[src/rtl/lfu_pkg.sv]
// Shared constants and types of the LFU cache with LRU tie break.
`default_nettype none

package lfu_pkg;

    localparam int KEY_BITS        = 32;
    localparam int VALUE_BITS      = 32;
    localparam int CAP_BITS        = 5;
    localparam int ENTRIES_DEF     = 16;
    localparam int COUNT_BITS_DEF  = 16;

    localparam logic [CAP_BITS-1:0] CAP_RESET = 5'd16;

    localparam logic ACT_GET = 1'b0;
    localparam logic ACT_PUT = 1'b1;

    typedef struct packed {
        logic is_target;
        logic ins;
        logic evict;
    } lfu_ctl_t;

endpackage

`default_nettype wire

[src/rtl/lfu_cache_replacement.sv]
// Top level of the LFU cache with LRU tie break: sequencer, entry table and valid bits.
//
// Channel | Direction | Signals                                        | Moves
// s_      | in        | s_valid s_ready s_action s_lookup_key s_write_value | request
// m_      | out       | m_valid m_ready m_hit m_read_value             | result
// cfg_    | in        | cfg_valid cfg_ready cfg_data                   | capacity_in_use
//
// A get miss or a put at capacity zero takes only the scan pass; any other transaction
// takes both passes over the single read port of the entry table: one scan pass for the
// key match, free slot and victim, then one read-modify-write pass for ranks and counts.
// Reset clears the valid bits directly; no clearing pass is needed.
// A finished result waits in the output register while the next request is accepted.
`default_nettype none

module lfu_cache_replacement #(
    parameter int ENTRIES    = lfu_pkg::ENTRIES_DEF,
    parameter int COUNT_BITS = lfu_pkg::COUNT_BITS_DEF
) (
    input  logic                              aclk,
    input  logic                              aresetn,
    input  logic                              s_valid,
    output logic                              s_ready,
    input  logic                              s_action,
    input  logic [lfu_pkg::KEY_BITS-1:0]      s_lookup_key,
    input  logic [lfu_pkg::VALUE_BITS-1:0]    s_write_value,
    output logic                              m_valid,
    input  logic                              m_ready,
    output logic                              m_hit,
    output logic [lfu_pkg::VALUE_BITS-1:0]    m_read_value,
    input  logic                              cfg_valid,
    output logic                              cfg_ready,
    input  logic [lfu_pkg::CAP_BITS-1:0]      cfg_data
);
    import lfu_pkg::*;

    localparam int IDX_BITS  = (ENTRIES > 1) ? $clog2(ENTRIES) : 1;
    localparam int OCC_BITS  = $clog2(ENTRIES + 1);
    localparam int RANK_BITS = IDX_BITS;
    localparam int CMP_BITS  = (OCC_BITS > CAP_BITS) ? OCC_BITS : CAP_BITS;
    localparam int WORD_BITS = KEY_BITS + VALUE_BITS + COUNT_BITS + RANK_BITS;

    localparam logic [2:0] ST_IDLE   = 3'd0;
    localparam logic [2:0] ST_SCAN   = 3'd1;
    localparam logic [2:0] ST_DECIDE = 3'd2;
    localparam logic [2:0] ST_UPDATE = 3'd3;
    localparam logic [2:0] ST_RESP   = 3'd4;

    localparam logic [OCC_BITS-1:0] IDX_END = OCC_BITS'(ENTRIES);

    logic [WORD_BITS-1:0] mem [ENTRIES];
    logic [WORD_BITS-1:0] rd_data_reg;
    logic                 rd_en;
    logic                 wr_en;
    logic [IDX_BITS-1:0]  rd_addr;
    logic [IDX_BITS-1:0]  wr_addr;
    logic [WORD_BITS-1:0] wr_data;

    logic [2:0]            state_reg, state_next;
    logic [OCC_BITS-1:0]   idx_reg, idx_next;
    logic                  rdv_reg, rdv_next;
    logic [IDX_BITS-1:0]   rd_idx_reg, rd_idx_next;
    logic [CAP_BITS-1:0]   cap_reg, cap_next;
    logic [OCC_BITS-1:0]   occ_reg, occ_next;
    logic [ENTRIES-1:0]    valid_reg, valid_next;
    logic                  m_valid_reg, m_valid_next;

    logic                  act_reg, act_next;
    logic [KEY_BITS-1:0]   key_reg, key_next;
    logic [VALUE_BITS-1:0] val_reg, val_next;
    logic                  found_reg, found_next;
    logic [IDX_BITS-1:0]   found_idx_reg, found_idx_next;
    logic [RANK_BITS-1:0]  found_rank_reg, found_rank_next;
    logic [VALUE_BITS-1:0] found_val_reg, found_val_next;
    logic                  best_valid_reg, best_valid_next;
    logic [IDX_BITS-1:0]   best_idx_reg, best_idx_next;
    logic [COUNT_BITS-1:0] best_count_reg, best_count_next;
    logic [RANK_BITS-1:0]  best_rank_reg, best_rank_next;
    logic                  free_found_reg, free_found_next;
    logic [IDX_BITS-1:0]   free_idx_reg, free_idx_next;
    logic [IDX_BITS-1:0]   tgt_idx_reg, tgt_idx_next;
    logic [RANK_BITS-1:0]  ref_rank_reg, ref_rank_next;
    logic                  ins_reg, ins_next;
    logic                  evict_reg, evict_next;
    logic                  res_hit_reg, res_hit_next;
    logic [VALUE_BITS-1:0] res_value_reg, res_value_next;
    logic                  m_hit_reg, m_hit_next;
    logic [VALUE_BITS-1:0] m_value_reg, m_value_next;

    logic [KEY_BITS-1:0]   ent_key;
    logic [VALUE_BITS-1:0] ent_value;
    logic [COUNT_BITS-1:0] ent_count;
    logic [RANK_BITS-1:0]  ent_rank;
    logic                  ent_valid;
    lfu_ctl_t              alu_ctl;
    logic                  key_match;
    logic                  victim_better;
    logic [RANK_BITS-1:0]  rank_new;
    logic [COUNT_BITS-1:0] count_new;
    logic                  has_room;

    assign ent_key   = rd_data_reg[WORD_BITS-1 -: KEY_BITS];
    assign ent_value = rd_data_reg[VALUE_BITS+COUNT_BITS+RANK_BITS-1 -: VALUE_BITS];
    assign ent_count = rd_data_reg[COUNT_BITS+RANK_BITS-1 -: COUNT_BITS];
    assign ent_rank  = rd_data_reg[RANK_BITS-1:0];
    assign ent_valid = valid_reg[rd_idx_reg];

    assign alu_ctl.is_target = (rd_idx_reg == tgt_idx_reg);
    assign alu_ctl.ins       = ins_reg;
    assign alu_ctl.evict     = evict_reg;

    assign has_room = (CMP_BITS'(occ_reg) < CMP_BITS'(cap_reg)) && (occ_reg < IDX_END);

    lfu_rank_alu #(
        .ENTRIES    (ENTRIES),
        .COUNT_BITS (COUNT_BITS)
    ) u_alu (
        .ctl           (alu_ctl),
        .ent_valid     (ent_valid),
        .ent_key       (ent_key),
        .cmp_key       (key_reg),
        .ent_count     (ent_count),
        .ent_rank      (ent_rank),
        .best_valid    (best_valid_reg),
        .best_count    (best_count_reg),
        .best_rank     (best_rank_reg),
        .ref_rank      (ref_rank_reg),
        .key_match     (key_match),
        .victim_better (victim_better),
        .rank_next     (rank_new),
        .count_next    (count_new)
    );

    always_ff @(posedge aclk) begin
        if (rd_en) begin
            rd_data_reg <= mem[rd_addr];
        end
        if (wr_en) begin
            mem[wr_addr] <= wr_data;
        end
    end

    always_comb begin
        state_next      = state_reg;
        idx_next        = idx_reg;
        rdv_next        = 1'b0;
        rd_idx_next     = rd_idx_reg;
        cap_next        = cap_reg;
        occ_next        = occ_reg;
        valid_next      = valid_reg;
        m_valid_next    = m_valid_reg;
        act_next        = act_reg;
        key_next        = key_reg;
        val_next        = val_reg;
        found_next      = found_reg;
        found_idx_next  = found_idx_reg;
        found_rank_next = found_rank_reg;
        found_val_next  = found_val_reg;
        best_valid_next = best_valid_reg;
        best_idx_next   = best_idx_reg;
        best_count_next = best_count_reg;
        best_rank_next  = best_rank_reg;
        free_found_next = free_found_reg;
        free_idx_next   = free_idx_reg;
        tgt_idx_next    = tgt_idx_reg;
        ref_rank_next   = ref_rank_reg;
        ins_next        = ins_reg;
        evict_next      = evict_reg;
        res_hit_next    = res_hit_reg;
        res_value_next  = res_value_reg;
        m_hit_next      = m_hit_reg;
        m_value_next    = m_value_reg;

        rd_en   = 1'b0;
        rd_addr = idx_reg[IDX_BITS-1:0];
        wr_en   = 1'b0;
        wr_addr = rd_idx_reg;
        wr_data = {((alu_ctl.is_target && ins_reg) ? key_reg : ent_key),
                   ((alu_ctl.is_target && (act_reg == ACT_PUT)) ? val_reg : ent_value),
                   count_new, rank_new};

        if (cfg_valid) begin
            cap_next = cfg_data;
        end
        if (m_valid_reg && m_ready) begin
            m_valid_next = 1'b0;
        end

        case (state_reg)
            ST_IDLE: begin
                if (s_valid) begin
                    act_next        = s_action;
                    key_next        = s_lookup_key;
                    val_next        = s_write_value;
                    found_next      = 1'b0;
                    best_valid_next = 1'b0;
                    free_found_next = 1'b0;
                    idx_next        = '0;
                    state_next      = ST_SCAN;
                end
            end
            ST_SCAN: begin
                if (idx_reg != IDX_END) begin
                    rd_en       = 1'b1;
                    rdv_next    = 1'b1;
                    rd_idx_next = idx_reg[IDX_BITS-1:0];
                    idx_next    = OCC_BITS'(idx_reg + 1'b1);
                end else begin
                    state_next = ST_DECIDE;
                end
                if (rdv_reg) begin
                    if (key_match && !found_reg) begin
                        found_next      = 1'b1;
                        found_idx_next  = rd_idx_reg;
                        found_rank_next = ent_rank;
                        found_val_next  = ent_value;
                    end
                    if (victim_better) begin
                        best_valid_next = 1'b1;
                        best_idx_next   = rd_idx_reg;
                        best_count_next = ent_count;
                        best_rank_next  = ent_rank;
                    end
                    if (!ent_valid && !free_found_reg) begin
                        free_found_next = 1'b1;
                        free_idx_next   = rd_idx_reg;
                    end
                end
            end
            ST_DECIDE: begin
                res_hit_next   = found_reg;
                res_value_next = ((act_reg == ACT_GET) && found_reg) ? found_val_reg : '0;
                idx_next       = '0;
                state_next     = ST_RESP;
                if (found_reg && ((act_reg == ACT_GET) || (cap_reg != '0))) begin
                    tgt_idx_next  = found_idx_reg;
                    ref_rank_next = found_rank_reg;
                    ins_next      = 1'b0;
                    evict_next    = 1'b0;
                    state_next    = ST_UPDATE;
                end else if ((act_reg == ACT_PUT) && (cap_reg != '0) && !found_reg) begin
                    if (has_room && free_found_reg) begin
                        tgt_idx_next = free_idx_reg;
                        ins_next     = 1'b1;
                        evict_next   = 1'b0;
                        occ_next     = OCC_BITS'(occ_reg + 1'b1);
                        state_next   = ST_UPDATE;
                    end else if (best_valid_reg) begin
                        tgt_idx_next  = best_idx_reg;
                        ref_rank_next = best_rank_reg;
                        ins_next      = 1'b1;
                        evict_next    = 1'b1;
                        state_next    = ST_UPDATE;
                    end
                end
            end
            ST_UPDATE: begin
                if (idx_reg != IDX_END) begin
                    rd_en       = 1'b1;
                    rdv_next    = 1'b1;
                    rd_idx_next = idx_reg[IDX_BITS-1:0];
                    idx_next    = OCC_BITS'(idx_reg + 1'b1);
                end else begin
                    state_next = ST_RESP;
                end
                if (rdv_reg && (ent_valid || alu_ctl.is_target)) begin
                    wr_en = 1'b1;
                    if (alu_ctl.is_target && ins_reg) begin
                        valid_next[rd_idx_reg] = 1'b1;
                    end
                end
            end
            ST_RESP: begin
                if (!m_valid_reg) begin
                    m_valid_next = 1'b1;
                    m_hit_next   = res_hit_reg;
                    m_value_next = res_value_reg;
                    state_next   = ST_IDLE;
                end
            end
            default: begin
                state_next = ST_IDLE;
            end
        endcase
    end

    always_ff @(posedge aclk) begin
        if (!aresetn) begin
            state_reg   <= ST_IDLE;
            idx_reg     <= '0;
            rdv_reg     <= 1'b0;
            cap_reg     <= CAP_RESET;
            occ_reg     <= '0;
            valid_reg   <= '0;
            m_valid_reg <= 1'b0;
        end else begin
            state_reg   <= state_next;
            idx_reg     <= idx_next;
            rdv_reg     <= rdv_next;
            cap_reg     <= cap_next;
            occ_reg     <= occ_next;
            valid_reg   <= valid_next;
            m_valid_reg <= m_valid_next;
        end
    end

    always_ff @(posedge aclk) begin
        rd_idx_reg     <= rd_idx_next;
        act_reg        <= act_next;
        key_reg        <= key_next;
        val_reg        <= val_next;
        found_reg      <= found_next;
        found_idx_reg  <= found_idx_next;
        found_rank_reg <= found_rank_next;
        found_val_reg  <= found_val_next;
        best_valid_reg <= best_valid_next;
        best_idx_reg   <= best_idx_next;
        best_count_reg <= best_count_next;
        best_rank_reg  <= best_rank_next;
        free_found_reg <= free_found_next;
        free_idx_reg   <= free_idx_next;
        tgt_idx_reg    <= tgt_idx_next;
        ref_rank_reg   <= ref_rank_next;
        ins_reg        <= ins_next;
        evict_reg      <= evict_next;
        res_hit_reg    <= res_hit_next;
        res_value_reg  <= res_value_next;
        m_hit_reg      <= m_hit_next;
        m_value_reg    <= m_value_next;
    end

    assign s_ready      = (state_reg == ST_IDLE);
    assign cfg_ready    = 1'b1;
    assign m_valid      = m_valid_reg;
    assign m_hit        = m_hit_reg;
    assign m_read_value = m_value_reg;

endmodule

`default_nettype wire

[src/rtl/lfu_rank_alu.sv]
// Shared compare and update unit applied to one table entry per cycle.
`default_nettype none

module lfu_rank_alu #(
    parameter int ENTRIES    = lfu_pkg::ENTRIES_DEF,
    parameter int COUNT_BITS = lfu_pkg::COUNT_BITS_DEF,
    localparam int RANK_BITS = (ENTRIES > 1) ? $clog2(ENTRIES) : 1
) (
    input  lfu_pkg::lfu_ctl_t                ctl,
    input  logic                             ent_valid,
    input  logic [lfu_pkg::KEY_BITS-1:0]     ent_key,
    input  logic [lfu_pkg::KEY_BITS-1:0]     cmp_key,
    input  logic [COUNT_BITS-1:0]            ent_count,
    input  logic [RANK_BITS-1:0]             ent_rank,
    input  logic                             best_valid,
    input  logic [COUNT_BITS-1:0]            best_count,
    input  logic [RANK_BITS-1:0]             best_rank,
    input  logic [RANK_BITS-1:0]             ref_rank,
    output logic                             key_match,
    output logic                             victim_better,
    output logic [RANK_BITS-1:0]             rank_next,
    output logic [COUNT_BITS-1:0]            count_next
);
    import lfu_pkg::*;

    always_comb begin
        key_match     = ent_valid && (ent_key == cmp_key);
        victim_better = ent_valid && (!best_valid || (ent_count < best_count) ||
                        ((ent_count == best_count) && (ent_rank > best_rank)));

        if (ctl.is_target) begin
            rank_next = '0;
        end else if (ctl.ins) begin
            if (ctl.evict && (ent_rank > ref_rank)) begin
                rank_next = ent_rank;
            end else begin
                rank_next = RANK_BITS'(ent_rank + 1'b1);
            end
        end else if (ent_rank < ref_rank) begin
            rank_next = RANK_BITS'(ent_rank + 1'b1);
        end else begin
            rank_next = ent_rank;
        end

        if (!ctl.is_target) begin
            count_next = ent_count;
        end else if (ctl.ins) begin
            count_next = COUNT_BITS'(1);
        end else if (ent_count == {COUNT_BITS{1'b1}}) begin
            count_next = ent_count;
        end else begin
            count_next = COUNT_BITS'(ent_count + 1'b1);
        end
    end

endmodule

`default_nettype wire

[config.mk]
export PLATFORM = sky130hd
export DESIGN_NAME = lfu_cache_replacement
export DESIGN_NICKNAME = d
export VERILOG_FILES = /design/src/rtl/lfu_pkg.sv /design/src/rtl/lfu_cache_replacement.sv /design/src/rtl/lfu_rank_alu.sv
export SDC_FILE = /design/constraint.sdc
export NUM_CORES = 2
export LEC_CHECK = 0
export ABC_AREA = 1
export BUFFER_PORTS_ARGS = -buffer_cell sky130_fd_sc_hd__buf_2
export CORE_UTILIZATION = 45
export DETAILED_ROUTE_END_ITERATION = 12
export PLACE_DENSITY = 0.57
export RECOVER_POWER = 25
export SKIP_LAST_GASP = 1
export SYNTH_ARGS = -nofsm -noshare
export SYNTH_HDL_FRONTEND = slang
export SYNTH_SLANG_ARGS = --single-unit
[constraint.sdc]
create_clock -name aclk -period 6.8 [get_ports aclk]
set_input_delay 1.02 -clock aclk [delete_from_list [all_inputs] [get_ports aclk]]
set_output_delay 1.02 -clock aclk [all_outputs]
set_load 0.1 [all_outputs]
After elaboration in Yosys (flattened, before gate mapping):

Memory sizes are Yosys's and may differ from the RTL's. A register that Yosys moved wholly into a read port is not among the register bits.
Index checks and enable logic that the tools add are counted.

* reductions and logical operators: 48
* bitwise operators: 4
* $add $sub $neg: 4
* equal/unequal tests: 19
* $lt $le $gt $ge: 8
* mux-type cells: 57

Operator list (count)
* 2-to-1 mux 32 bit: 2
* 2-to-1 mux 16 bit: 3
* 2-to-1 mux 4 bit: 12
* equality test 32 bit: 1
* 2-to-1 mux 3 bit: 8
* AND reduction 4 bit: 6
* 2-to-1 mux 1 bit: 23
* AND reduction 3 bit: 6
* logical AND 1 bit: 17
* adder 16 x 1 -> 16 bit (second input constant): 1
* equality test 16 bit: 1
* equality test 16 bit (second input constant): 1
* < comparator 16 bit: 1
* != test 2 bit (second input constant): 8
* bitwise OR 16 bit: 1
* case mux 3 bit (5 select lines): 1
* case mux 5 bit (3 select lines): 1
* adder 5 x 1 -> 5 bit (second input constant): 2
* 2-to-1 mux 5 bit: 2
* > comparator 4 bit: 2
* equality test 3 x 2 -> 1 bit (second input constant): 2
* case mux 1 bit (2 select lines): 3
* AND reduction 2 bit: 3
* nonzero test 2 bit: 3
* 20 further kinds: 30

* word-level logic and storage cells: 170
* bits in writable memories: 1344
* output and inout port bits: 36
* register bits: 252
* memories: 1

Memories
* mem: depth 16, bits a word 84, read ports 1, clocked after memory_dff 1, write ports 1, line lfu_cache_replacement.sv:50 `logic [WORD_BITS-1:0] mem [ENTRIES];`

Logic depth before layout (Yosys ltp):

* depth after elaboration: 8
* depth in mapped cells: 12
* mapped depth without buffers: 12

By module:

Synthesis repeated with hierarchy kept, for this count alone.

* cell total of the unflattened synthesis: 5059
* area, all modules: 65601.7 µm²

By module, submodules not included
* lfu_cache_replacement: area an instance 63583.5 µm², cells each 4664, times used 1, sequential area each 50088.0 µm²
* lfu_rank_alu: area an instance 2018.2 µm², cells each 395, times used 1, sequential area each 0.0 µm²

Worst setup path after synthesis:

No wires, ideal clock.

* kind: reg2reg
* start point: reg rd_idx_reg[0]
* end point: mem mem[0][0] in the netlist's numbering (enable)
* required time: 6.273 ns
* buffers on the path: 1
* slack: 1.537 ns
* period minus slack after synthesis: 5.263 ns
* arrival time: 4.735 ns
* cell stages (with the launch flop): 11
* setup time: 0.527 ns
* cells stage by stage: edfxtp_1 -> buf_6 -> nor2_2 -> nand2_1 -> o21ai_0 -> o21bai_1 -> nand2_1 -> nor2_2 -> nand2_2 -> nand2_4 -> nor2_1

* word-level cells in the longest chain between the ends: 8
* elaborated cells between the ends (all ways): 9
* classes of those cells: eq/ne (1); mux (6); reduce/logical (2)

Ends and longest elaborated chain
* from (decl): line lfu_cache_replacement.sv:61 `logic [IDX_BITS-1:0] rd_idx_reg, rd_idx_next;`
* from (signal assigned): line lfu_cache_replacement.sv:307 `rd_idx_reg <= rd_idx_next;`
* binary-select mux 1 bit (select 4 bit): line lfu_cache_replacement.sv:105 `assign ent_valid = valid_reg[rd_idx_reg];`
* 2-to-1 mux 1 bit (implied by the code): line lfu_cache_replacement.sv:105
* logical OR 1 bit: line lfu_cache_replacement.sv:265 `if (rdv_reg && (ent_valid || alu_ctl.is_target)) begin`
* logical AND 1 bit: line lfu_cache_replacement.sv:265
* 2-to-1 mux 1 bit: line lfu_cache_replacement.sv:265
* 2-to-1 mux 1 bit: line lfu_cache_replacement.sv:188 `case (state_reg)`
* 2-to-1 mux 1 bit: line lfu_cache_replacement.sv:137 `if (wr_en) begin`
* 2-to-1 mux 1 bit (implied by the code): line lfu_cache_replacement.sv:138 `mem[wr_addr] <= wr_data;`
* to (decl): line lfu_cache_replacement.sv:50

Parallel ways exist; a longest one is shown, timed or not. The select of a mux whose other input is x is not followed.

Final worst setup path:

* start point: reg idx_reg[0]
* end point: reg rd_data_reg[0] (read register of mem), data pin

* word-level cells in the longest chain between the ends: 3

Ends and longest elaborated chain
* from (decl): line lfu_cache_replacement.sv:59 `logic [OCC_BITS-1:0] idx_reg, idx_next;`
* from (signal assigned): line lfu_cache_replacement.sv:297 `idx_reg <= idx_next;`
* != test 5 bit: line lfu_cache_replacement.sv:202, lfu_cache_replacement.sv:257
* 2-to-1 mux 1 bit: line lfu_cache_replacement.sv:202, lfu_cache_replacement.sv:257
* 2-to-1 mux 1 bit
* to (decl): line lfu_cache_replacement.sv:51 `logic [WORD_BITS-1:0] rd_data_reg;`

Parallel ways exist; a longest one is shown, timed or not.
A chain may end at the register's enable or synchronous reset.

==> flow_summary.ini <==
[outcome]
status = complete, but fails checks
violations = max-capacitance violations, max-slew violations

[final_layout]
area_growth_pct = 11.9
n_fill_cell = 12300
stdcell_area_um2 = 73700
largest_register_ffs = 1344
layout.cells.non_filler = 7092
drive_gt1_share_pct = 7.83
fin_nets = 5149

[synth]
synth.largest_area_cell = edfxtp_1
synth_ff_type = edfxtp_1
netlist.area_leader.share_pct = 74.9
ys_async_sr_fraction_pct = 0
ys_ff_latch = 1680
synth_cell_type_count = 45
synth_edf_count = 1644
avgSynthCellArea_um2 = 13.2
syn_inst = 4981
seq_area_frac_synth_pct = 76.0
synth_area_leaders = edfxtp_1 (75%), o21ai_0 (5.6%), nor2_1 (4.6%)
postSynthNetCount = 5089
synthesis.area_um2 = 65900
ys_warn_count = 0

[sta]
slew_headroom_pct = -172
hold_slack_ns = 0.379
hold_viol_final = 0
rsz0062_at_grt = false
slew_violations = 356
fin_skew_ns = 0.0294
period_share_pct = 74.0
fmax_mhz = 199
fin_crit_ns = 5.03
tns_ns = 0
worst_pin_slew_ns = 4.08
finalSetupViolCount = 0

[critical_path]
path_class = reg -> reg
reg2reg_from = idx_reg[0]
reg2reg_slack_ns = 1.77
setup.worst_path.end = rd_data_reg[0]
cpMostUsedCell = nand3_1
critPathArrivalTime_ns = 5.68
r2r_end = rd_data_reg[0]
cp_cell_sequence = clkbuf_1 > o21ai_0 > o221ai_1 > nand3_1 > nand3_1
max_stage_delay_ns = 2.91
crit_fanout = 90
startpoint = idx_reg[0]
crit_slowest_cell = clkbuf_1
endpoint_kind = flop
required_ns = 7.45
start_kind = flop
worst_r2r_path_depth = 5

[floorplan]
ios = 111
start_util_pct = 45.3
rows = 140
design.die.area_um2 = 148000
dieWidth_um = 385
core_area_um2 = 146000
die_h_um = 385

[route]
routedWlPerCell_um = 24.3
wirelength_mm = 172
num_vias = 40700
drc = 0
ant_nets = 0
drtIter0Drc = 4414
dr.pass1.iters = 5
viasPerCell = 5.73

[global_route]
grt_pass1_wl_mm = 255
grt_pass1_vias = 38800
grt-ovfl-total = 0
grt_usage_pct = 23.2
met2_usage_pct = 36.0
antenna_found_initial = 4
grt_use_met1_pct = 33.7
use_met3_pct = 3.83
top_usage_layer = met2
grt_max_degree = 239

[run]
maxCapViolations = 11

[placement]
dp.cells = 6782
io_buffers = 109
gp_congestion = 0.827
hpwl_mm = 82.2
placed_cell_area_um2 = 68500

[power_and_ir_drop]
power_w = 0.0274
irDropWorstVdd_v = 0.000278
leakage_nw = 24.3
powerDensity_nw_per_um2 = 372

[cts]
cts_setup_buffers = 0
cts.clk_slew.worst_paths_ns = 0.06
numCtsBuffers = 174
clockBufferDepth = 3
clk_latency_ns = 0.82
clock_sinks = 1680
cts_tree = yes
clockRootBuffer = clkbuf_16
cts.htree.levels = 4
ctsHoldBuffers = 0
cts_resized = 0

[min_path]
hold_path.class = in -> reg
-- where the power goes --
group,total (W),internal (W),switching (W)
Sequential,0.0133,0.0129,0.000366
Clock,0.00913,0.00519,0.00393
Combinational,0.00503,0.00118,0.00385
Total,0.0274,0.0193,0.00815
-- cell usage after synthesis (31+ instances only) --
| master | number |
|---|---|
| dfxtp_1 | 36 |
| nand3_1 | 222 |
| inv_1 | 189 |
| buf_2 | 57 |
| o22ai_1 | 201 |
| nor2_1 | 810 |
| a21oi_1 | 38 |
| o21ai_0 | 739 |
| nand2_1 | 461 |
| clkbuf_1 | 226 |
| o221ai_1 | 137 |
| o211ai_1 | 31 |
| ha_1 | 33 |
| edfxtp_1 | 1644 |
-- worst min path at each step --
stage | from | to | slack (ns) | depth (start not counted)
after floorplan | res_hit_reg | m_hit | 0.40 | 0
after global placement | res_value_reg[9] | m_read_value[9] | 0.40 | 0
after detailed placement | res_value_reg[15] | m_read_value[15] | 0.40 | 0
after CTS | s_lookup_key[29] | key_reg[29] | 0.33 | 1
after global routing | s_lookup_key[19] | key_reg[19] | 0.36 | 1
final | s_lookup_key[29] | key_reg[29] | 0.38 | 1
-- cell families after synthesis --
family                     share of synthesized area, %
AOI/OAI and AO/OA                                  10.3
xor gates and xnor gates                          0.279
adders and majority gates                         0.627
buffers and inverters                              3.02
DFF                                                76.0
other                                           0.00569
and+or+nand+nor                                    9.72
-- worst max-delay path, delay by kind of cell, from the launching register on --
kind                   cells  cell delay [ns]
buffers and inverters      1             2.91
AOI/OAI and AO/OA          2             0.85
DFF                        1             0.77
and+or+nand+nor            2             0.26
-- cells in the final DEF (no fill, tap or decap), types with 19 or more instances in the layout --
cell and count:
clkinv_1 48, o21ai_1 19, buf_4 40, nand2_1 463, dfxtp_1 34, clkbuf_16 178
o221ai_1 137, edfxtp_1 1644, o21ai_0 729, clkbuf_1 95, buf_2 67, nor2_1 806
inv_1 186, o22ai_1 201, o211ai_1 31, nand3_1 227, a21oi_1 38, clkinv_2 24
ha_1 33
-- layout make-up --
cell class / instances / area (um^2) / area share [%]
Clock inverter: 96 / 807 / 1.09
Tap cell: 1917 / 2400 / 3.25
Inverter: 196 / 773 / 1.05
Clock buffer: 211 / 4580 / 6.21
Sequential cell: 1680 / 50100 / 68.0
Antenna cell: 3 / 7.51 / 0.0102
Multi-Input combinational cell: 2804 / 13900 / 18.8
Timing Repair Buffer: 185 / 1190 / 1.61
-- routing by layer --
| layer | vias up | routed length [um] |
|---|---|---|
| met4 | 2 | 4250 |
| met1 | 20400 | 77100 |
| met5 | - | 8 |
| met3 | 276 | 12100 |
| met2 | 1468 | 78800 |
| li1 | 18500 | - |
-- through the flow --
stage	utilization (%)	setup slack, ns
floorplan	-	1.54
global placement	47.1	2.70
detailed placement	47.1	2.65
CTS	50.8	2.63
global route	50.6	1.40
finish	50.6	1.77
(Power assumes the default switching activity.)
